**src/coin_bill_credit_to_pulse_unit_defines.svh**
```systemverilog
// Assertion macros used by the top-level RTL.
`ifndef COIN_BILL_CREDIT_TO_PULSE_UNIT_DEFINES_SVH
`define COIN_BILL_CREDIT_TO_PULSE_UNIT_DEFINES_SVH

`ifndef NO_ASSERTIONS
// Same-cycle implication, disabled while reset is asserted.
`define ASSERT_IMPL(label, clk, rst_n, ante, cons) \
    label: assert property (@(posedge clk) disable iff (!rst_n) (ante) |-> (cons)) \
        else $error("implication check failed");
// Next-cycle implication, disabled while reset is asserted.
`define ASSERT_NEXT(label, clk, rst_n, ante, cons) \
    label: assert property (@(posedge clk) disable iff (!rst_n) (ante) |=> (cons)) \
        else $error("next-cycle check failed");
`else
`define ASSERT_IMPL(label, clk, rst_n, ante, cons)
`define ASSERT_NEXT(label, clk, rst_n, ante, cons)
`endif

`endif

```
**src/cbcp_pkg.sv**
```systemverilog
package cbcp_pkg;

    localparam int unsigned IN_DATA_W  = 88;
    localparam int unsigned IN_USER_W  = 2;
    localparam int unsigned OUT_DATA_W = 40;
    localparam int unsigned ADDR_W     = 5;

    // register indexes (paddr[4:2])
    localparam logic [2:0] REG_PULSE_GAP = 3'd0;
    localparam logic [2:0] REG_BILL_A    = 3'd1;
    localparam logic [2:0] REG_BILL_B    = 3'd2;
    localparam logic [2:0] REG_BILL_C    = 3'd3;
    localparam logic [2:0] REG_BILL_D    = 3'd4;

    localparam logic [7:0] RST_PULSE_GAP = 8'd4;
    localparam logic [7:0] RST_BILL_A    = 8'd2;
    localparam logic [7:0] RST_BILL_B    = 8'd4;
    localparam logic [7:0] RST_BILL_C    = 8'd10;
    localparam logic [7:0] RST_BILL_D    = 8'd20;

    typedef enum logic [1:0] {
        OP_COIN = 2'd0,
        OP_BILL = 2'd1,
        OP_TICK = 2'd2,
        OP_NONE = 2'd3
    } t_op;

    typedef enum logic [1:0] {
        BILL_A = 2'd0,
        BILL_B = 2'd1,
        BILL_C = 2'd2,
        BILL_D = 2'd3
    } t_bill_sel;

    typedef struct packed {
        t_op       op;
        logic      coin_credit;
        logic      bill_clear;
        logic      bill_escrow;
        logic      bill_ok;
        t_bill_sel bill_sel;
    } t_cmd;

    typedef struct packed {
        logic [7:0] pulse_gap;
        logic [7:0] bill_a;
        logic [7:0] bill_b;
        logic [7:0] bill_c;
        logic [7:0] bill_d;
    } t_cfg;

    typedef struct packed {
        logic [15:0] bill_credits;
        logic [15:0] coin_credits;
        logic        coin_credited;
        logic        accept_bill;
        logic        pulse;
    } t_res;

    function automatic logic [15:0] sat_add16(input logic [15:0] a, input logic [7:0] b);
        logic [16:0] s;
        s = {1'b0, a} + {9'd0, b};
        return s[16] ? 16'hFFFF : s[15:0];
    endfunction

endpackage

```
**src/coin_bill_credit_to_pulse_unit.sv**
```systemverilog
// Path: the front classifies an input transaction into the queue, then the back unit
//   updates counters into the output register that drives the master side.
// Throughput: one transaction a cycle in and one queue entry out unless output stalls.
// Reset: synchronous, active low; registers return to their defaults, pending credits,
//   gap count and bill latch clear, last event reads as none seen.
`include "coin_bill_credit_to_pulse_unit_defines.svh"

module coin_bill_credit_to_pulse_unit
    import cbcp_pkg::*;
(
    input  logic                  i_clk,
    input  logic                  i_rst_n,
    // input stream
    input  logic                  s_axis_tvalid,
    output logic                  s_axis_tready,
    // [7:0] event_counter, [15:8] result_a, [23:16] result_b, [87:24] history
    input  logic [IN_DATA_W-1:0]  s_axis_tdata,
    // [1:0] kind
    input  logic [IN_USER_W-1:0]  s_axis_tuser,
    // result stream
    output logic                  m_axis_tvalid,
    input  logic                  m_axis_tready,
    // [0] pulse, [1] accept_bill, [2] coin_credited, [18:3] coin_credits,
    // [34:19] bill_credits, [39:35] zero
    output logic [OUT_DATA_W-1:0] m_axis_tdata,
    // configuration
    input  logic                  psel,
    input  logic                  penable,
    input  logic                  pwrite,
    input  logic [ADDR_W-1:0]     paddr,
    input  logic [31:0]           pwdata,
    output logic [31:0]           prdata,
    output logic                  pready
);

    // ---------------------------------------------------------------
    // Configuration registers
    // ---------------------------------------------------------------
    t_cfg       r_cfg;
    logic       w_cfg_wr;
    logic [2:0] w_reg_idx;

    assign pready    = 1'b1;
    assign w_cfg_wr  = psel && penable && pwrite && pready;
    assign w_reg_idx = paddr[ADDR_W-1:2];

    always_ff @(posedge i_clk) begin
        if (!i_rst_n) begin
            r_cfg.pulse_gap <= RST_PULSE_GAP;
            r_cfg.bill_a    <= RST_BILL_A;
            r_cfg.bill_b    <= RST_BILL_B;
            r_cfg.bill_c    <= RST_BILL_C;
            r_cfg.bill_d    <= RST_BILL_D;
        end else if (w_cfg_wr) begin
            unique case (w_reg_idx)
                REG_PULSE_GAP: r_cfg.pulse_gap <= pwdata[7:0];
                REG_BILL_A:    r_cfg.bill_a    <= pwdata[7:0];
                REG_BILL_B:    r_cfg.bill_b    <= pwdata[7:0];
                REG_BILL_C:    r_cfg.bill_c    <= pwdata[7:0];
                REG_BILL_D:    r_cfg.bill_d    <= pwdata[7:0];
                default: ;     // addresses past the register list are ignored
            endcase
        end
    end

    always_comb begin
        unique case (w_reg_idx)
            REG_PULSE_GAP: prdata = {24'd0, r_cfg.pulse_gap};
            REG_BILL_A:    prdata = {24'd0, r_cfg.bill_a};
            REG_BILL_B:    prdata = {24'd0, r_cfg.bill_b};
            REG_BILL_C:    prdata = {24'd0, r_cfg.bill_c};
            REG_BILL_D:    prdata = {24'd0, r_cfg.bill_d};
            default:       prdata = 32'd0;
        endcase
    end

    // ---------------------------------------------------------------
    // Front: classify each transaction, track coin event history
    // ---------------------------------------------------------------
    t_cmd w_f_cmd;
    t_cmd w_q_cmd;
    logic w_in_acc;
    logic w_q_full;
    logic w_q_valid;
    logic w_q_pop;

    // ready depends only on queue space, never on the back unit's state
    assign s_axis_tready = !w_q_full;
    assign w_in_acc      = s_axis_tvalid && s_axis_tready;

    cbcp_front u_front (
        .i_clk           (i_clk),
        .i_rst_n         (i_rst_n),
        .i_accept        (w_in_acc),
        .i_kind          (s_axis_tuser[1:0]),
        .i_event_counter (s_axis_tdata[7:0]),
        .i_result_a      (s_axis_tdata[15:8]),
        .i_result_b      (s_axis_tdata[23:16]),
        .i_history       (s_axis_tdata[87:24]),
        .o_cmd           (w_f_cmd)
    );

    // ---------------------------------------------------------------
    // Queue between front and back
    // ---------------------------------------------------------------
    cbcp_queue u_queue (
        .i_clk   (i_clk),
        .i_rst_n (i_rst_n),
        .i_push  (w_in_acc),
        .i_cmd   (w_f_cmd),
        .o_full  (w_q_full),
        .i_pop   (w_q_pop),
        .o_valid (w_q_valid),
        .o_cmd   (w_q_cmd)
    );

    // ---------------------------------------------------------------
    // Back: credit counters, bill latch, pulse spacing, output register
    // ---------------------------------------------------------------
    t_res w_res;

    cbcp_back u_back (
        .i_clk     (i_clk),
        .i_rst_n   (i_rst_n),
        .i_cfg     (r_cfg),
        .i_q_valid (w_q_valid),
        .i_q_cmd   (w_q_cmd),
        .o_q_pop   (w_q_pop),
        .o_valid   (m_axis_tvalid),
        .i_ready   (m_axis_tready),
        .o_res     (w_res)
    );

    assign m_axis_tdata = {5'd0, w_res.bill_credits, w_res.coin_credits,
                           w_res.coin_credited, w_res.accept_bill, w_res.pulse};

    // ---------------------------------------------------------------
    // Assertions
    // ---------------------------------------------------------------
    // at most one of the event flags can be set in a result
    `ASSERT_IMPL(a_flags_exclusive, i_clk, i_rst_n, m_axis_tvalid,
        !(w_res.pulse && w_res.accept_bill) && !(w_res.pulse && w_res.coin_credited)
        && !(w_res.accept_bill && w_res.coin_credited))
    // a credited coin leaves at least one coin pulse pending
    `ASSERT_IMPL(a_coin_credit_nonzero, i_clk, i_rst_n,
        m_axis_tvalid && w_res.coin_credited, w_res.coin_credits != 16'd0)
    // a queued command with a free output register shows up next cycle
    `ASSERT_NEXT(a_queue_drains, i_clk, i_rst_n,
        w_q_valid && (!m_axis_tvalid || m_axis_tready), m_axis_tvalid)

endmodule

```
**src/cbcp_queue.sv**
```systemverilog
module cbcp_queue
    import cbcp_pkg::*;
(
    input  logic i_clk,
    input  logic i_rst_n,
    input  logic i_push,
    input  t_cmd i_cmd,
    output logic o_full,
    input  logic i_pop,
    output logic o_valid,
    output t_cmd o_cmd
);

    // two-entry command queue between front and back
    t_cmd       r_mem [2];
    logic       r_wptr, n_wptr;
    logic       r_rptr, n_rptr;
    logic [1:0] r_count, n_count;

    assign o_full  = (r_count == 2'd2);
    assign o_valid = (r_count != 2'd0);
    assign o_cmd   = r_mem[r_rptr];

    always_comb begin
        n_wptr  = r_wptr ^ i_push;
        n_rptr  = r_rptr ^ i_pop;
        n_count = r_count + {1'b0, i_push} - {1'b0, i_pop};
    end

    always_ff @(posedge i_clk) begin
        if (!i_rst_n) begin
            r_wptr  <= 1'b0;
            r_rptr  <= 1'b0;
            r_count <= 2'd0;
        end else begin
            r_wptr  <= n_wptr;
            r_rptr  <= n_rptr;
            r_count <= n_count;
        end
    end

    always_ff @(posedge i_clk) begin
        if (i_push) begin
            r_mem[r_wptr] <= i_cmd;
        end
    end

endmodule

```
**src/cbcp_front.sv**
```systemverilog
module cbcp_front
    import cbcp_pkg::*;
(
    input  logic        i_clk,
    input  logic        i_rst_n,
    input  logic        i_accept,
    input  logic [1:0]  i_kind,
    input  logic [7:0]  i_event_counter,
    input  logic [7:0]  i_result_a,
    input  logic [7:0]  i_result_b,
    input  logic [63:0] i_history,
    output t_cmd        o_cmd
);

    // coin event tracking lives here: only coin replies touch it
    logic [8:0]  r_last_event, n_last_event;
    logic [63:0] r_prior_window, n_prior_window;
    logic        w_code_ok;
    logic        w_new_event;

    assign w_code_ok   = (i_result_a >= 8'd1) && (i_result_a <= 8'd10);
    assign w_new_event = w_code_ok && ({1'b0, i_event_counter} != r_last_event);

    always_comb begin
        o_cmd             = '0;
        o_cmd.op          = t_op'(i_kind);
        o_cmd.coin_credit = w_new_event && (i_history == r_prior_window)
                            && (i_result_b >= 8'd1) && (i_result_b <= 8'd6)
                            && (i_result_a <= 8'd9);
        o_cmd.bill_clear  = (i_result_b == 8'd0);
        o_cmd.bill_escrow = (i_result_b == 8'd1);
        o_cmd.bill_ok     = 1'b1;
        case (i_result_a) inside
            8'd1, 8'd6: o_cmd.bill_sel = BILL_A;
            8'd2, 8'd7: o_cmd.bill_sel = BILL_B;
            8'd3, 8'd8: o_cmd.bill_sel = BILL_C;
            8'd4, 8'd9: o_cmd.bill_sel = BILL_D;
            default: begin
                o_cmd.bill_sel = BILL_A;
                o_cmd.bill_ok  = 1'b0;
            end
        endcase
    end

    always_comb begin
        n_last_event   = r_last_event;
        n_prior_window = r_prior_window;
        if (i_accept && (t_op'(i_kind) == OP_COIN)) begin
            if (w_new_event) begin
                n_last_event = {1'b0, i_event_counter};
            end
            n_prior_window = {i_history[47:0], i_result_b, i_result_a};
        end
    end

    always_ff @(posedge i_clk) begin
        if (!i_rst_n) begin
            r_last_event   <= 9'h1FF;
            r_prior_window <= 64'd0;
        end else begin
            r_last_event   <= n_last_event;
            r_prior_window <= n_prior_window;
        end
    end

endmodule

```
**src/cbcp_back.sv**
```systemverilog
module cbcp_back
    import cbcp_pkg::*;
(
    input  logic i_clk,
    input  logic i_rst_n,
    input  t_cfg i_cfg,
    input  logic i_q_valid,
    input  t_cmd i_q_cmd,
    output logic o_q_pop,
    output logic o_valid,
    input  logic i_ready,
    output t_res o_res
);

    logic [15:0] r_coin_pending, n_coin_pending;
    logic [15:0] r_bill_pending, n_bill_pending;
    logic        r_bill_latched, n_bill_latched;
    logic [7:0]  r_gap_count, n_gap_count;
    logic        r_out_valid, n_out_valid;
    t_res        r_res, n_res;
    logic [7:0]  w_bill_add;
    logic        w_latched_eff;
    logic        w_fire;

    assign o_q_pop = i_q_valid && (!r_out_valid || i_ready);
    assign o_valid = r_out_valid;
    assign o_res   = r_res;

    always_comb begin
        case (i_q_cmd.bill_sel)
            BILL_A:  w_bill_add = i_cfg.bill_a;
            BILL_B:  w_bill_add = i_cfg.bill_b;
            BILL_C:  w_bill_add = i_cfg.bill_c;
            default: w_bill_add = i_cfg.bill_d;
        endcase
    end

    assign w_latched_eff = r_bill_latched && !i_q_cmd.bill_clear;
    assign w_fire        = !w_latched_eff && i_q_cmd.bill_escrow && i_q_cmd.bill_ok;

    always_comb begin
        n_coin_pending = r_coin_pending;
        n_bill_pending = r_bill_pending;
        n_bill_latched = r_bill_latched;
        n_gap_count    = r_gap_count;
        n_res          = '0;
        if (o_q_pop) begin
            case (i_q_cmd.op)
                OP_COIN: begin
                    if (i_q_cmd.coin_credit) begin
                        n_coin_pending    = sat_add16(r_coin_pending, 8'd1);
                        n_res.coin_credited = 1'b1;
                    end
                end
                OP_BILL: begin
                    n_bill_latched = w_latched_eff;
                    if (w_fire) begin
                        n_bill_pending    = sat_add16(r_bill_pending, w_bill_add);
                        n_bill_latched    = 1'b1;
                        n_res.accept_bill = 1'b1;
                    end
                end
                OP_TICK: begin
                    if (r_gap_count != 8'hFF) begin
                        n_gap_count = r_gap_count + 8'd1;
                    end
                    if (r_gap_count >= i_cfg.pulse_gap) begin
                        if (r_bill_pending != 16'd0) begin
                            n_bill_pending = r_bill_pending - 16'd1;
                            n_gap_count    = 8'd1;
                            n_res.pulse    = 1'b1;
                        end else if (r_coin_pending != 16'd0) begin
                            n_coin_pending = r_coin_pending - 16'd1;
                            n_gap_count    = 8'd1;
                            n_res.pulse    = 1'b1;
                        end
                    end
                end
                default: ;
            endcase
        end
        n_res.coin_credits = n_coin_pending;
        n_res.bill_credits = n_bill_pending;
        n_out_valid        = o_q_pop || (r_out_valid && !i_ready);
    end

    always_ff @(posedge i_clk) begin
        if (!i_rst_n) begin
            r_coin_pending <= 16'd0;
            r_bill_pending <= 16'd0;
            r_bill_latched <= 1'b0;
            r_gap_count    <= 8'd0;
            r_out_valid    <= 1'b0;
        end else begin
            r_coin_pending <= n_coin_pending;
            r_bill_pending <= n_bill_pending;
            r_bill_latched <= n_bill_latched;
            r_gap_count    <= n_gap_count;
            r_out_valid    <= n_out_valid;
        end
    end

    always_ff @(posedge i_clk) begin
        if (o_q_pop) begin
            r_res <= n_res;
        end
    end

endmodule
```
**config.mk**
```make
export PLATFORM = sky130hd
export DESIGN_NAME = coin_bill_credit_to_pulse_unit
export DESIGN_NICKNAME = d
export VERILOG_FILES = /design/src/cbcp_pkg.sv /design/src/coin_bill_credit_to_pulse_unit.sv /design/src/cbcp_queue.sv /design/src/cbcp_front.sv /design/src/cbcp_back.sv
export VERILOG_INCLUDE_DIRS = /design/src /design/src/src
export SDC_FILE = /design/constraint.sdc
export NUM_CORES = 1
export LEC_CHECK = 0
export BUFFER_PORTS_ARGS = -buffer_cell sky130_fd_sc_hd__buf_2
export CORE_MARGIN = 8
export CORE_UTILIZATION = 45
export CTS_CLUSTER_SIZE = 10
export DETAILED_ROUTE_END_ITERATION = 8
export PLACE_DENSITY = 0.66
export SYNTH_ARGS = -nofsm -noshare
export SYNTH_HDL_FRONTEND = slang
export SYNTH_SLANG_ARGS = --single-unit
```
**constraint.sdc**
```tcl
create_clock -name i_clk -period 4.07 [get_ports i_clk]
set_input_delay 0 -clock i_clk [delete_from_list [all_inputs] [get_ports i_clk]]
set_output_delay 0 -clock i_clk [all_outputs]
set_load 0.005 [all_outputs]
```
---- Word level (Yosys, flattened, before mapping) ----
Memory sizes are Yosys's and may differ from the RTL's. A register that Yosys moved wholly into a read port is not among the register bits.
Index checks and enable logic that the tools add are counted.
cells by class
  $add $sub $neg .......................... 7
  magnitude comparators ................... 6
  equality and inequality tests ........... 21
  muxes and demuxes ....................... 35
  bitwise logic cells ..................... 2
  reduce and logical (&&, ||, !) cells .... 43
operator list
  cell                                                                               count
  16-bit two-way mux                                                                 11
  64-bit == test                                                                     1
  16-bit case mux with 2 select lines                                                2
  8-bit case mux with 5 select lines                                                 1
  8-bit two-way mux                                                                  4
  16-bit nonzero test                                                                2
  16-bit by 1-bit subtractor with 16-bit output (second input constant)              2
  8-bit by 3-bit == test with 1-bit output (second input constant)                   3
  8-bit case mux with 3 select lines                                                 1
  2-bit AND reduction                                                                9
  16-bit by 1-bit adder with 17-bit output (second input constant)                   1
  16-bit by 8-bit adder with 17-bit output                                           1
  8-bit by 1-bit == test with 1-bit output (second input constant)                   2
  8-bit by 2-bit == test with 1-bit output (second input constant)                   2
  8-bit by 4-bit == test with 1-bit output (second input constant)                   2
  8-bit by 1-bit >= comparator with 1-bit output (second input constant)             2
  8-bit by 4-bit less-or-equal comparator with 1-bit output (second input constant)  2
  1-bit logical AND                                                                  15
  1-bit two-way mux                                                                  12
  8-bit by 9-bit inequality test with 1-bit output                                   1
  8-bit by 1-bit adder with 8-bit output (second input constant)                     1
  8-bit >= comparator                                                                1
  8-bit by 3-bit less-or-equal comparator with 1-bit output (second input constant)  1
  8-bit zero test                                                                    1
  other kinds (16)                                                                   34
storage, ports and cells
  flip-flop bits (word level) ............. 194
  RAM bits ................................ 16
  input port bits ......................... 134
  output and inout port bits .............. 75
  word-level logic and storage cells ...... 135
  memories kept ........................... 1
memory list
  memory         words  width  read ports  clocked after Yosys merged registers in  wr ports  line              source
  u_queue.r_mem  2      8      1           1                                        1         cbcp_queue.sv:15  t_cmd r_mem [2];

---- Logic depth before layout (Yosys ltp) ----
  word-level depth ........................ 8
  gate-level depth with buffers ........... 12

---- By module ----
A second synthesis with hierarchy kept.
unflattened totals
  cell total of the unflattened synthesis .. 1365
  area total of the unflattened synthesis .. 12134.1 um2
modules (own cells, without submodules)
  module                          times used  cells an instance  area each (um2)
  cbcp_back                       1           620                5431.5
  cbcp_front                      1           473                3767.4
  coin_bill_credit_to_pulse_unit  1           226                2123.3
  cbcp_queue                      1           46                 812.0

---- Worst setup path before layout ----
No wires, ideal clock.
  path type ............................... reg-to-reg
  from .................................... register with a tool-made name
  to ...................................... register u_back.r_res (netlist bit u_back.o_res[33]) (data pin)
  arrival time ............................ 3259 ps
  path slack .............................. 546 ps
  stages on the path, launching flop included .. 11
  buffers on the path ..................... 1
  period minus slack after synthesis ...... 3524 ps
  path through ............................ dfxtp_1 buf_4 mux2i_2 mux4_2 ha_1 a21o_1 or2_2 o21a_1 a41oi_1 a21oi_1 or3_1
RTL lines
  element                 line              source
  end signal: assignment  cbcp_back.sv:105  r_res <= n_res;
  end: declaration        cbcp_back.sv:20   t_res r_res, n_res;

==> impl_metrics.tcl <==
set metrics [dict create \
    status "completed" \
    max-vdd-ir-drop_mv 0.331 \
    numPortBuffers 152 \
    yosysWarningCount 0 \
    core_um2 26100 \
    r2r_end "u_back.o_res[28]" \
    seq_area_um2 4730 \
    holdPathStages 3 \
    report.final.setup_viol 0 \
    core.rowCount 59 \
    pwr-share-clk_pct 33.4 \
    worstSkewPairLatency_ns 0.53 \
    finalCriticalPeriod_ns 3.57 \
    syn_inst 1367 \
    netlist.area_leader.share_pct 26.8 \
    grt_pass1_wl_mm 57.1 \
    fin_setup_tns_ns 0 \
    hold_viol 0 \
    worstPathArrival_ns 3.85 \
    drive_gt1_share_pct 16.0 \
    antenna_left 0 \
    routedWlPerCell_um 18.5 \
    p_int_mw 4.24 \
    r2r_cells 10 \
    cts_setup_buffers 0 \
    synth_cell_types 94 \
    grt_pass1_vias 10973 \
    cts_buffers 26 \
    dr.pass1.iters 7 \
    comb_power_share_pct 26.2 \
    synth_area_leader_cell "dfxtp_1" \
    cp_max_fo 8 \
    root_buffer "clkbuf_16" \
    overflow 0 \
    net-switching-power_mw 1.99 \
    dieArea_um2 32000 \
    ys_ff_latch 211 \
    rsz0062_at_grt "no" \
    finalNetCount 1755 \
    grt_start_max_net_pins 89 \
    p_leak_nw 5.63 \
    die_height_um 179 \
    synth_edf_count 51 \
    io_pins 209 \
    hold_class "primary input to flip-flop" \
    worstMarginPinSlew_ns 1.02 \
    endpoint_kind "flip-flop" \
    period_share_pct 87.7 \
    power.total_mw 6.23 \
    multi_input_area_um2 6630 \
    via_count 11257 \
    initial_utilization_pct 45.9 \
    cap_viol_max_count 0 \
    place_congestion 0.927 \
    clk_pin_slew_ns 0.06 \
    synthTopCellsByArea "dfxtp_1 (27%), edfxtp_1 (13%), nand2_1 (6.5%), a21oi_1 (4.8%), mux2i_1 (4.7%)" \
    start_kind "flip-flop" \
    hpwl_mm 24.7 \
    fmax_mhz 280 \
    ys.flop_type "dfxtp_1" \
    area_growth_syn_to_layout_pct 22.5 \
    min_from "paddr[3]" \
    cts_tree "done" \
    power_switching_share_pct 31.9 \
    nFillCells 2341 \
    viasPerCell 5.79 \
    crit_required_ns 4.35 \
    power_density_nw_per_um2 426 \
    drc 0 \
    die_w_um 179 \
    cts.sinks 211 \
    track_usage_pct 21.8 \
    ys_seq_area_share_pct 39.6 \
    async_flop_share_pct 0 \
    whs_endpoint "r_cfg[34]" \
    clock_skew_ns 0.0132 \
    slew_headroom_pct 31.6 \
    power_frac_seq_pct 40.4 \
    antenna_found_initial 0 \
    slew_violations 0 \
    htree_levels 1 \
    r2r_slack_ns 0.50 \
    drt_iter0_drc 903 \
    wl_mm 35.9 \
    postSynthAreaPerCell_um2 8.74 \
    synth_area_um2 12000 \
    path_class "flip-flop to flip-flop" \
    clockBufferDepth 3 \
]
worst max-delay path, cell delays in order, from the launching register on:
cell       delay [ns]
dfxtp_1          0.38
mux2i_2          0.21
buf_4            0.23
mux4_2           0.55
ha_1             0.36
a21o_1           0.19
or2_2            0.31
o211ai_1         0.47
o2bb2ai_1        0.21
o31ai_1          0.31
nand2_1          0.09
flip-flops by register name, indices dropped and copies added, names as in the netlist, named ones only:
register / flops
u_front.r_prior_window: 64
r_cfg: 40
u_back.o_res: 35
u_back.r_bill_pending: 16
u_back.r_coin_pending: 16
u_queue.r_mem: 16
u_front.r_last_event: 9
u_back.r_gap_count: 8
u_queue.r_count: 2
u_back.o_valid: 1
u_back.r_bill_latched: 1
u_queue.r_rptr: 1
u_queue.r_wptr: 1
power groups by stage:
stage          sequential [mW]  combinational [mW]  clock (mW)
2_1_floorplan             2.57               0.980           0
3_3_place_gp              2.56                1.54           0
6_report                  2.52                1.63        2.08
4_1_cts                   2.52                1.64        2.13
5_1_grt                   2.54                1.80        2.21
3_5_place_dp              2.56                1.56           0
how the worst max path moves through the flow:
stage / start / to / slack, ns / depth (start not counted)
6_report: flip-flop / u_back.o_res[28] / 0.50 / 10
5_1_grt: flip-flop / u_back.o_res[34] / 0.27 / 10
2_1_floorplan: flip-flop / u_back.o_res[33] / 0.55 / 10
3_3_place_gp: flip-flop / u_back.o_res[28] / 0.56 / 10
3_5_place_dp: flip-flop / u_back.o_res[19] / 0.53 / 10
4_1_cts: flip-flop / u_back.o_res[19] / 0.53 / 10
layer usage:
layer,vias to the layer above,wire length [um],GRT usage (%)
met2,429,17400,36.5
met5,-,0,0
met3,70,2430,3.62
li1,5379,-,-
met1,5379,15200,28.3
met4,0,911,6.79
stage by stage:
stage / instances / utilization (%) / hold WS (ns) / instance area [um^2] / setup slack (ns)
6_report: 1944 / 56.2 / 0.222 / 14600 / 0.501
3_3_place_gp: 1799 / 49.4 / 0.251 / 12900 / 0.562
5_1_grt: 1942 / 56.2 / 0.257 / 14600 / 0.270
3_5_place_dp: 1799 / 49.4 / 0.251 / 12900 / 0.527
2_1_floorplan: 1395 / - / 0.0989 / 12100 / 0.546
4_1_cts: 1942 / 56.2 / 0.189 / 14600 / 0.533
synthesized netlist by cell type (5+ instances only):
cell type  instances
nand2b_1          10
inv_1             44
mux2i_1           56
nor4_1            11
edfxtp_1          51
nor3_2             6
xnor2_1           44
a31oi_1           30
o21ai_0           13
o311ai_0           5
mux4_2             8
and2_1            10
a41oi_1            7
a21oi_1          114
and3_1             8
a221oi_1           5
o21ai_1            5
a21o_1            10
dfxtp_1          160
or4_1              7
nand4_1           28
buf_2             11
o221ai_1           9
o211ai_1          18
nor3_1            18
clkbuf_1          56
a311oi_1           9
ha_1              28
xor2_1            27
buf_4             31
nor2_1           105
nand2_1          207
o22ai_1           20
or3_1             18
a22oi_1           10
nand3_1           59
repair_timing:
item,4_1_cts,5_1_grt
hold buffers,100,0
resized for setup,0,0
endpoints found under the hold margin,132,0
logic make-up after synthesis:
family	share of synthesized area (%)
multiplexers	6.71
AND/OR/NAND/NOR	21.6
other	0.0628
buffers and inverters	5.89
flip-flops	39.6
adder cells (fa/ha/maj)	3.10
XOR/XNOR	5.20
AO/OA/AOI/OAI	17.8
final cells by class:
| cell class | count | share of cell area (%) |
|---|---|---|
| multi-input cells | 1035 | 45.3 |
| flip-flops and latches | 211 | 32.3 |
| repair buffers | 271 | 13.1 |
| clock buffers | 40 | 4.94 |
| well taps | 335 | 2.86 |
| inverters | 47 | 1.22 |
| clock inverters | 3 | 0.205 |
| diodes | 2 | 0.0342 |
cells in the final DEF (no fill, tap or decap), drive strengths merged, types with 10 or more instances in the layout:
| cell | instances |
|---|---|
| a22oi | 11 |
| dlygate4sd3 | 100 |
| o22ai | 20 |
| o211ai | 18 |
| conb | 30 |
| nor2 | 105 |
| edfxtp | 51 |
| xnor2 | 44 |
| a21oi | 115 |
| nand3 | 59 |
| and2 | 10 |
| xor2 | 27 |
| buf | 171 |
| or3 | 19 |
| a21o | 10 |
| a31oi | 32 |
| inv | 47 |
| ha | 28 |
| nand4 | 30 |
| dfxtp | 160 |
| nand2b | 10 |
| mux2i | 58 |
| clkbuf | 40 |
| o21ai | 20 |
| nor3 | 26 |
| nand2 | 208 |
| nor4 | 17 |
No activity file was read; power rests on OpenSTA's default activity.
